<file path="config.mk">
export PLATFORM = sky130hd
export DESIGN_NAME = move_to_front_id_list
export DESIGN_NICKNAME = d
export VERILOG_FILES = /design/src/rtl/mtf_pkg.sv /design/src/rtl/mtf_store.sv /design/src/rtl/move_to_front_id_list.sv
export SDC_FILE = /design/constraint.sdc
export NUM_CORES = 1
export LEC_CHECK = 0
export ABC_CLOCK_PERIOD_IN_PS = 4400
export CAP_MARGIN = 30
export CORE_MARGIN = 10
export CORE_UTILIZATION = 60
export CTS_BUF_LIST = sky130_fd_sc_hd__clkbuf_8
export DETAILED_ROUTE_END_ITERATION = 6
export DONT_BUFFER_PORTS = 1
export PLACE_DENSITY = 0.76
export SYNTH_ARGS = -nofsm -noshare
export SYNTH_HDL_FRONTEND = slang
export SYNTH_HIERARCHICAL = 1
export SYNTH_SLANG_ARGS = --single-unit
</file>
<file path="constraint.sdc">
create_clock -name clk_i -period 4.4 [get_ports clk_i]
set_input_delay 0.22 -clock clk_i [delete_from_list [all_inputs] [get_ports clk_i]]
set_output_delay 0.22 -clock clk_i [all_outputs]
set_load 0.03 [all_outputs]
</file>
<file path="src/rtl/mtf_pkg.sv">
// ----------------------------------------------------------------------------
// mtf_pkg
// Shared types for the move-to-front identifier list: the identifier word and
// the control bundle between the scan controller and the list store.
// ----------------------------------------------------------------------------
package mtf_pkg;

  localparam int unsigned IdW = 32;

  typedef logic [IdW-1:0] id_t;

  typedef struct packed {
    logic rd_en;
    logic wr_en;
  } mtf_mem_ctrl_t;

endpackage

</file>
<file path="src/rtl/mtf_store.sv">
// ----------------------------------------------------------------------------
// mtf_store
// Synchronous list store: one write and one read port, registered read data.
// Entries never written since reset read as zero through per-entry valid bits.
// ----------------------------------------------------------------------------
module mtf_store #(
  parameter int unsigned Depth = 5,
  parameter int unsigned AddrW = 3
) (
  input  logic                  clk_i,
  input  logic                  rst_ni,
  input  mtf_pkg::mtf_mem_ctrl_t ctrl_i,
  input  logic [AddrW-1:0]      waddr_i,
  input  mtf_pkg::id_t          wdata_i,
  input  logic [AddrW-1:0]      raddr_i,
  output mtf_pkg::id_t          rdata_o
);
  import mtf_pkg::*;

  id_t              mem_q [Depth];
  id_t              rdata_q;
  logic [Depth-1:0] valid_q;
  logic             rd_valid_q;

  always_ff @(posedge clk_i) begin
    if (ctrl_i.wr_en) begin
      mem_q[waddr_i] <= wdata_i;
    end
    if (ctrl_i.rd_en) begin
      rdata_q <= mem_q[raddr_i];
    end
  end

  always_ff @(posedge clk_i or negedge rst_ni) begin
    if (!rst_ni) begin
      valid_q    <= '0;
      rd_valid_q <= 1'b0;
    end else begin
      if (ctrl_i.wr_en) begin
        valid_q[waddr_i] <= 1'b1;
      end
      if (ctrl_i.rd_en) begin
        rd_valid_q <= valid_q[raddr_i];
      end
    end
  end

  // Unwritten entries read as zero through their valid bits
  assign rdata_o = rd_valid_q ? rdata_q : '0;

endmodule

</file>
<file path="src/rtl/move_to_front_id_list.sv">
// ----------------------------------------------------------------------------
// move_to_front_id_list
// Fixed-depth list of 32-bit identifiers kept in most-recently-seen order.
// Each lookup walks the list from the front, shifting entries down one place,
// until it finds the identifier or drops the last entry; the identifier lands
// at the front and the result flags whether it was new.
//
//   channel  | valid       | stall        | payload
//   ---------+-------------+--------------+-------------
//   input    | in_valid_i  | in_stall_o   | lookup_id_i
//   output   | out_valid_o | out_stall_i  | is_new_o
//
// A lookup walks from the front to the hit position (LIST_DEPTH - 1 on a
// miss) before the next input transfer can be taken: the list
// store has one read and one write port, so the walk handles one entry a cycle.
// The result sits in an output register; a new lookup is taken while it waits.
// If the previous result is still stalled when a walk ends, the new result is
// held until the output register frees up. Reset empties the list (all zeros).
// ----------------------------------------------------------------------------
module move_to_front_id_list #(
  parameter int unsigned LIST_DEPTH = 5
) (
  input  logic         clk_i,
  input  logic         rst_ni,
  input  logic         in_valid_i,
  output logic         in_stall_o,
  input  mtf_pkg::id_t lookup_id_i,
  output logic         out_valid_o,
  input  logic         out_stall_i,
  output logic         is_new_o
);
  import mtf_pkg::*;

  localparam int unsigned AddrW = (LIST_DEPTH > 1) ? $clog2(LIST_DEPTH) : 1;
  localparam logic [AddrW-1:0] LastIdx = AddrW'(LIST_DEPTH - 1);

  localparam logic [1:0] StIdle = 2'd0;
  localparam logic [1:0] StScan = 2'd1;
  localparam logic [1:0] StHold = 2'd2;

  logic [1:0]       state_q, state_d;
  logic [AddrW-1:0] idx_q, idx_d;
  logic             out_valid_q, out_valid_d;
  logic             is_new_q, is_new_d;
  logic             res_q, res_d;
  id_t              key_q;
  id_t              carry_q, carry_d;

  mtf_mem_ctrl_t    mem_ctrl;
  logic [AddrW-1:0] raddr;
  id_t              entry;
  logic             in_xfer;
  logic             hit;
  logic             done;
  logic             out_free;

  mtf_store #(
    .Depth (LIST_DEPTH),
    .AddrW (AddrW)
  ) u_store (
    .clk_i   (clk_i),
    .rst_ni  (rst_ni),
    .ctrl_i  (mem_ctrl),
    .waddr_i (idx_q),
    .wdata_i (carry_q),
    .raddr_i (raddr),
    .rdata_o (entry)
  );

  assign in_stall_o = (state_q != StIdle);
  assign in_xfer    = in_valid_i && (state_q == StIdle);
  assign hit        = (entry == key_q);
  assign done       = hit || (idx_q == LastIdx);
  assign out_free   = !out_valid_q || !out_stall_i;

  always_comb begin
    state_d        = state_q;
    idx_d          = idx_q;
    carry_d        = carry_q;
    res_d          = res_q;
    is_new_d       = is_new_q;
    out_valid_d    = out_valid_q;
    mem_ctrl.rd_en = 1'b0;
    mem_ctrl.wr_en = 1'b0;
    raddr          = '0;

    if (out_valid_q && !out_stall_i) begin
      out_valid_d = 1'b0;
    end

    unique case (state_q)
      StIdle: begin
        if (in_valid_i) begin
          mem_ctrl.rd_en = 1'b1;
          idx_d          = '0;
          carry_d        = lookup_id_i;
          state_d        = StScan;
        end
      end
      StScan: begin
        // Write the carried identifier here and pick up the displaced entry
        mem_ctrl.wr_en = 1'b1;
        carry_d        = entry;
        if (done) begin
          if (out_free) begin
            out_valid_d = 1'b1;
            is_new_d    = !hit;
            state_d     = StIdle;
          end else begin
            res_d   = !hit;
            state_d = StHold;
          end
        end else begin
          idx_d          = idx_q + 1'b1;
          raddr          = idx_q + 1'b1;
          mem_ctrl.rd_en = 1'b1;
        end
      end
      StHold: begin
        if (out_free) begin
          out_valid_d = 1'b1;
          is_new_d    = res_q;
          state_d     = StIdle;
        end
      end
      default: begin
        state_d = StIdle;
      end
    endcase
  end

  always_ff @(posedge clk_i or negedge rst_ni) begin
    if (!rst_ni) begin
      state_q     <= StIdle;
      idx_q       <= '0;
      out_valid_q <= 1'b0;
    end else begin
      state_q     <= state_d;
      idx_q       <= idx_d;
      out_valid_q <= out_valid_d;
    end
  end

  always_ff @(posedge clk_i) begin
    if (in_xfer) begin
      key_q <= lookup_id_i;
    end
    carry_q  <= carry_d;
    res_q    <= res_d;
    is_new_q <= is_new_d;
  end

  assign out_valid_o = out_valid_q;
  assign is_new_o    = is_new_q;

endmodule
</file>
==> results.toml, run 1 <==
[run_status]
status = "finished clean"

[min_path]
hold_path_depth = 3
min_path_type = "primary input to register"
min_from = "out_stall_i"
holdPathEnd = "out_valid_o"

[global_route]
grtUsageTotal_pct = 17.67
grt_pass1_vias = 5621
antenna_found_initial = 0
grt_overflow = 0
grt_max_degree = 49
grt_pass1_wl_um = 32220

[floorplanning]
rows = 48
fp.dieW_um = 153.5
die_area_um2 = 23550
start_util_pct = 61.58
die_height_um = 153.5
core_area_um2 = 17360
io_pins = 39

[sta]
relSlewSlack_pct = 47.89
setup_tns_ns = 0
layout_worst_path_cycle_share_pct = 94.21
worst_slack_ns = 0.2546
rsz0062_at_grt = "no"
fin_skew_ns = 0.01696
period_minus_slack_ns = 4.145
setup_viol = 0
worst_pin_slew_ns = 0.7774
slew_violations = 0
hold_violations = 0
max_freq_mhz = 241.2

[final_layout]
antennaDiodeCount = 0
nNetsFinal = 649
fill_cells = 1084
syn_to_final_growth_pct = 13.03
drive_gt1_share_pct = 28.41

[route]
wire_per_inst_um = 23.89
drc = 0
via_per_inst = 5.860
vias = 5051
drt-pass1-iter-count = 4
drt-total-wl_um = 20590
drtIter0Drc = 391
antenna_left = 0

[yosys]
yosys.area.top_type_share_pct = 72.48
synth_warnings = 6
yosys.area_share.simple_pct = 4.448
synth-xor-area-share_pct = 2.622
synth.top_cells.by_area = "edfxtp_1, mux2_2, mux4_2"
yosys.area.top_type = "edfxtp_1"
synth_edf_count = 258
ys.flop_type = "edfxtp_1"
synth-adder-area-share_pct = 0.7023
ys_async_sr_fraction_pct = 4.444
ys_top_cells_by_count = "edfxtp_1, mux2_2, and2_1, xor2_1, mux4_2"
ys_seq_area_share_pct = 75.29
synth-compound-area-share_pct = 1.135
netlist_area_um2 = 10690
yosysMostFrequentCell = "edfxtp_1"
synth.net_count = 576
syn_area_per_cell_um2 = 20.02
synth_top_family_by_area = "multiplexers"
ys_ff_latch = 270
muxShareOfSynthArea_pct = 14.14
synth_cell_types = 36
syn_inst = 534

[flow_run]
maxCapViolations = 0

[setup_path]
cp_max_fo = 35
crit_arrival_ns = 4.42
crit_type = "register to register"
required_ns = 4.67
start_kind = "register"
rr_startpoint = "u_store/rd_valid_q"
crit_path_end_kind = "register"
r2r-end = "u_store/rdata_q[20]"
crit_start = "u_store/rd_valid_q"
r2r_slack_ns = 0.25
reg2reg_depth = 12

[place]
pre_cts_ws_ns = 0.3343
gp_congestion = 0.7992
io_buffer_count = 0
hpwlAfterDp_um = 11960

[clock_tree]
clock_sinks = 270
clock_path_buffers = 3
cts_root_buf = "clkbuf_8"
cts_tree = "done"
clk-insertion-delay-late_ns = 0.54
numCtsBuffers = 41
htreeDepth = 2
clkSlewWorstSetupHoldPaths_ns = 0.06

[power_and_ir_drop]
ir_drop_uv = 450.1
p_per_area_nw_per_um2 = 746.6
leakagePower_uw = 0.004107
flip-flops by register name (all words and copies together) (netlist names):
signal,cells
carry_q,32
u_store/rdata_q,32
is_new_o,1
key_q,32
out_valid_o,1
res_q,1
u_store/rd_valid_q,1
state_q,2
idx_q,3
u_store/mem_q,160
u_store/valid_q,5
metal layers:
layer	part of all wire (%)	up-vias	wire length [um]	global-route usage [%]
li1	-	2262	-	-
met1	42	2602	8717	22.84
met2	51	160	10420	29.45
met3	5.7	27	1181	3.872
met4	1.3	0	272	5.128
met5	0	-	0	0
report_power, final:
group / switching, uW / total, uW / internal, uW
Clock: 903 / 1860 / 958
Combinational: 1430 / 2660 / 1230
Sequential: 366 / 4500 / 4130
metrics by stage:
stage | power [uW] | cells | cell area [um2] | hold slack [ns] | utilization (%)
final | 9020 | 862 | 12080 | 0.09269 | 69.61
after detailed placement | 7192 | 756 | 11000 | -0.07502 | 63.40
after floorplan | 6442 | 534 | 10690 | -0.07559 | -
after CTS | 9111 | 862 | 12080 | 0.05680 | 69.61
after global routing | 9497 | 862 | 12080 | 0.1203 | 69.61
after global placement | 7055 | 756 | 11000 | -0.07504 | 63.40
timing repair:
item                                   4_1_cts  5_1_grt
endpoints found under the hold margin       76        0
hold buffers                                33        0
resized for setup                            0        0
buffers inserted                             0        0
cells by family after synthesis:
kind of cell    Yosys count
flops                   270
mux                     101
simple gates             82
xor+xnor                 32
buf+inv                  27
compound gates           16
fa+ha+maj                 6
worst max-delay path by stage:
| stage | end | slack [ns] | depth (start not counted) |
|---|---|---|---|
| after global placement | u_store/rdata_q[8] | 0.40 | 12 |
| final | u_store/rdata_q[20] | 0.25 | 12 |
| after floorplan | u_store/mem_q[4][0] | 0.73 | 4 |
| after global routing | u_store/rdata_q[9] | 0.23 | 12 |
| after detailed placement | u_store/rdata_q[23] | 0.33 | 12 |
| after CTS | u_store/rdata_q[20] | 0.30 | 12 |
final cells by class:
class / instances / area [um2] / share of cell area, %
clock buffers: 46 / 633.1 / 5.240
multi-input cells: 237 / 2489 / 20.60
inverters: 5 / 18.77 / 0.1553
clock inverters: 27 / 113.9 / 0.9424
repair buffers: 52 / 498.0 / 4.122
well taps: 225 / 281.5 / 2.330
flip-flops and latches: 270 / 8048 / 66.61
critical path, stage by stage, from the launching register on:
cell,delay [ns]
dfrtp_1,0.59
buf_4,0.32
and2_1,0.20
xor2_1,0.11
nor4_1,0.60
nand4_1,0.29
or2_1,0.30
buf_4,0.17
and2_4,0.17
and3_1,0.18
buf_4,0.31
mux4_2,0.35
mux2_2,0.27
cells in the final DEF (no fill, tap or decap), types with 3 or more instances in the layout:
master,netlist,routed
clkbuf_8,0,46
mux4_2,27,27
and2_1,34,33
mux2i_1,4,4
dlygate4sd3_1,0,33
ha_1,6,5
inv_1,5,17
nand2b_1,3,3
buf_4,0,17
mux2_2,65,65
clkinv_1,0,7
mux4_1,5,5
or2_2,5,5
nand2_1,9,9
dfrtp_1,12,12
nand4_1,4,4
nor2_1,6,4
xor2_1,32,32
and3_1,4,3
edfxtp_1,258,258
o21ai_0,4,4
clkinv_2,0,7
nor4_1,8,8
Power figures use the tool's default switching activity.
==> inputs of run 2 (changes only) <==
- ABC_AREA: unset -> 1
- SYNTH_HIERARCHICAL: 1 -> unset
==> results.toml, run 2 <==
[route]
vias = 7036
drc = 0
antenna_left = 0
via_per_inst = 5.566
drt-total-wl_um = 23440
wire_per_inst_um = 18.55
drtIter0Drc = 632
drt-pass1-iter-count = 5

[final_layout]
multi_input_area_um2 = 2549
ff_latch_area_um2 = 8049
post-route-cell-area_um2 = 12500
largest_reg_flops = 160
nNetsFinal = 1042
fill_cells = 1225
top_register = "u_store.mem_q"
final_common_cell = "nand2_1"
layout_common_cells = "nand2_1, edfxtp_1, inv_1"
syn_to_final_growth_pct = 12.83
drive_gt1_share_pct = 9.188

[clock_tree]
cts_root_buf = "clkbuf_8"
clkSlewWorstSetupHoldPaths_ns = 0.06
cts-resized-gates = 0
numCtsBuffers = 44
post-cts-setup-buffers = 0
clock_path_buffers = 3
cts_hold_buf = 35
clock_sinks = 270
htreeDepth = 2
clk-insertion-delay-late_ns = 0.55
cts_tree = "done"

[yosys]
synth_warnings = 0
ys.flop_type = "edfxtp_1"
syn_area_per_cell_um2 = 11.77
synth.net_count = 983
ys_seq_area_share_pct = 72.66
yosys.area.top_type_share_pct = 69.95
ys_top_cells_by_count = "nand2_1, edfxtp_1, nor2_1, o21ai_0, inv_1"
netlist_area_um2 = 11080
synth_cell_types = 34
synth.top_cells.by_area = "edfxtp_1, nand2_1, o21ai_0"
ys_async_sr_fraction_pct = 4.444
syn_inst = 941
ys_ff_latch = 270
synth_edf_count = 258
yosysMostFrequentCell = "nand2_1"
yosys.area.top_type = "edfxtp_1"

[sta]
hold_slack_ns = 0.03082
fin_skew_ns = 0.02534
setup_viol = 0
rsz0062_at_grt = "no"
slew_violations = 0
max_freq_mhz = 306.2
layout_worst_path_cycle_share_pct = 74.23
period_minus_slack_ns = 3.266
relSlewSlack_pct = 45.83
hold_violations = 0
worst_pin_slew_ns = 0.8116
setup_tns_ns = 0

[power_and_ir_drop]
swShare_pct = 37.18
switchingPower_uw = 3601
power_frac_comb_pct = 31.4
p_per_area_nw_per_um2 = 775.0
p_total_uw = 9686
p_int_uw = 6085
sequentialPowerShare_pct = 47.3
p_clk_share_pct = 21.4
leakagePower_uw = 0.004892
ir_drop_uv = 423.3

[global_route]
grtUsageTotal_pct = 19.63
grt_pass1_vias = 7059
met2_usage_pct = 31.34
gr-max-usage-layer = "met2"
antenna_found_initial = 1
grt_overflow = 0
grtUsageMet3_pct = 3.777
grt_max_degree = 67
grt_pass1_wl_um = 37150
grt_use_met1_pct = 25.37

[setup_path]
required_ns = 4.71
crit_type = "register to register"
crit_arrival_ns = 3.57
cp_slowest_cell = "buf_4"
crit_path_end_kind = "register"
cp_max_fo = 62
crit_chain = "buf_4 -> nand2_1 -> or2_0 -> nand3_1 -> nor2_1 -> nand2_1 -> nor2_2 -> nand2_4 -> nand3_4 -> buf_12 -> o21ai_0 -> o21ai_0 -> nand2_1 -> nand2_1"
slowest_delay_ns = 0.55
cpMostUsedCell = "nand2_1"
start_kind = "register"

[floorplanning]
die_height_um = 155.9
die_area_um2 = 24290
start_util_pct = 61.24
rows = 49
core_area_um2 = 18090
io_pins = 39
fp.dieW_um = 155.9

[run_status]
status = "finished clean"

[place]
io_buffer_count = 0
hpwlAfterDp_um = 12770
dpl_cell_area_um2 = 11300
gp_congestion = 0.8586

[min_path]
min_path_type = "primary input to register"

[flow_run]
maxCapViolations = 0
## run 2: kinds of logic (layout without fill, tap and decap cells)
family / Yosys count / count (layout) / share of synthesized area (%)
simple gates: 409 / 409 / 15.39
fa+ha+maj: 6 / 6 / 0.6778
other cells: 0 / 1 / 0
xor+xnor: 1 / 1 / 0.07909
compound gates: 146 / 146 / 6.710
flops: 270 / 270 / 72.66
buf+inv: 109 / 202 / 4.485
## run 2: power groups by stage
stage,registers [uW],logic (uW),clock network (uW)
finish,4580,3040,2070
CTS,4580,3030,2090
global placement,4580,2890,0
floorplan,4480,2170,0
detailed placement,4610,2990,0
global route,4690,3420,2210
## run 2: layer usage
metal / wire [um] / vias to the layer above / part of all wire (%)
met4: 791 / 0 / 3.4
met3: 1837 / 77 / 7.8
met2: 11100 / 303 / 47
li1: - / 3355 / -
met5: 0 / - / 0
met1: 9712 / 3301 / 41
## run 2: final cells by class
type                       count  area share [%]
tap                          229           2.293
timing repair buffer          53           4.085
clock inverter                34           1.662
sequential                   270           64.41
multi-input combinational    562           20.39
inverter                      69           2.072
antenna                        1         0.02002
clock buffer                  46           5.066
## run 2: path summary, 6_finish.rpt
path / from / slack [ns] / endpoint / cells after the start
min in group asynchronous: rst_ni / 0.11 / u_store.valid_q[0] / 1
worst max register to register: u_store.rd_valid_q / 1.13 / u_store.rdata_q[31] / 14
max in group asynchronous: rst_ni / 3.85 / u_store.rd_valid_q / 1
worst min register to register: u_store.valid_q[2] / 0.46 / u_store.valid_q[2] / 2
worst max-delay path: u_store.rd_valid_q / 1.13 / u_store.rdata_q[31] / 14
worst min-delay path: out_stall_i / 0.03 / state_q[1] / 4
## run 2: stage by stage
| step | worst slack (ns) | cells | utilization [%] |
|---|---|---|---|
| final | 1.134 | 1264 | 69.10 |
| after global routing | 0.8208 | 1264 | 69.10 |
| after CTS | 1.136 | 1263 | 69.08 |
| after detailed placement | 1.101 | 1148 | 62.50 |
| after global placement | 1.217 | 1148 | 62.50 |
| after floorplan | 0.2012 | 941 | - |
## run 2: worst max-delay path, delay by kind of cell (launching register included)
| kind | cells | cell delay, ns |
|---|---|---|
| compound gates | 2 | 0.30 |
| flops | 1 | 0.34 |
| buf+inv | 2 | 0.94 |
| simple gates | 10 | 1.43 |
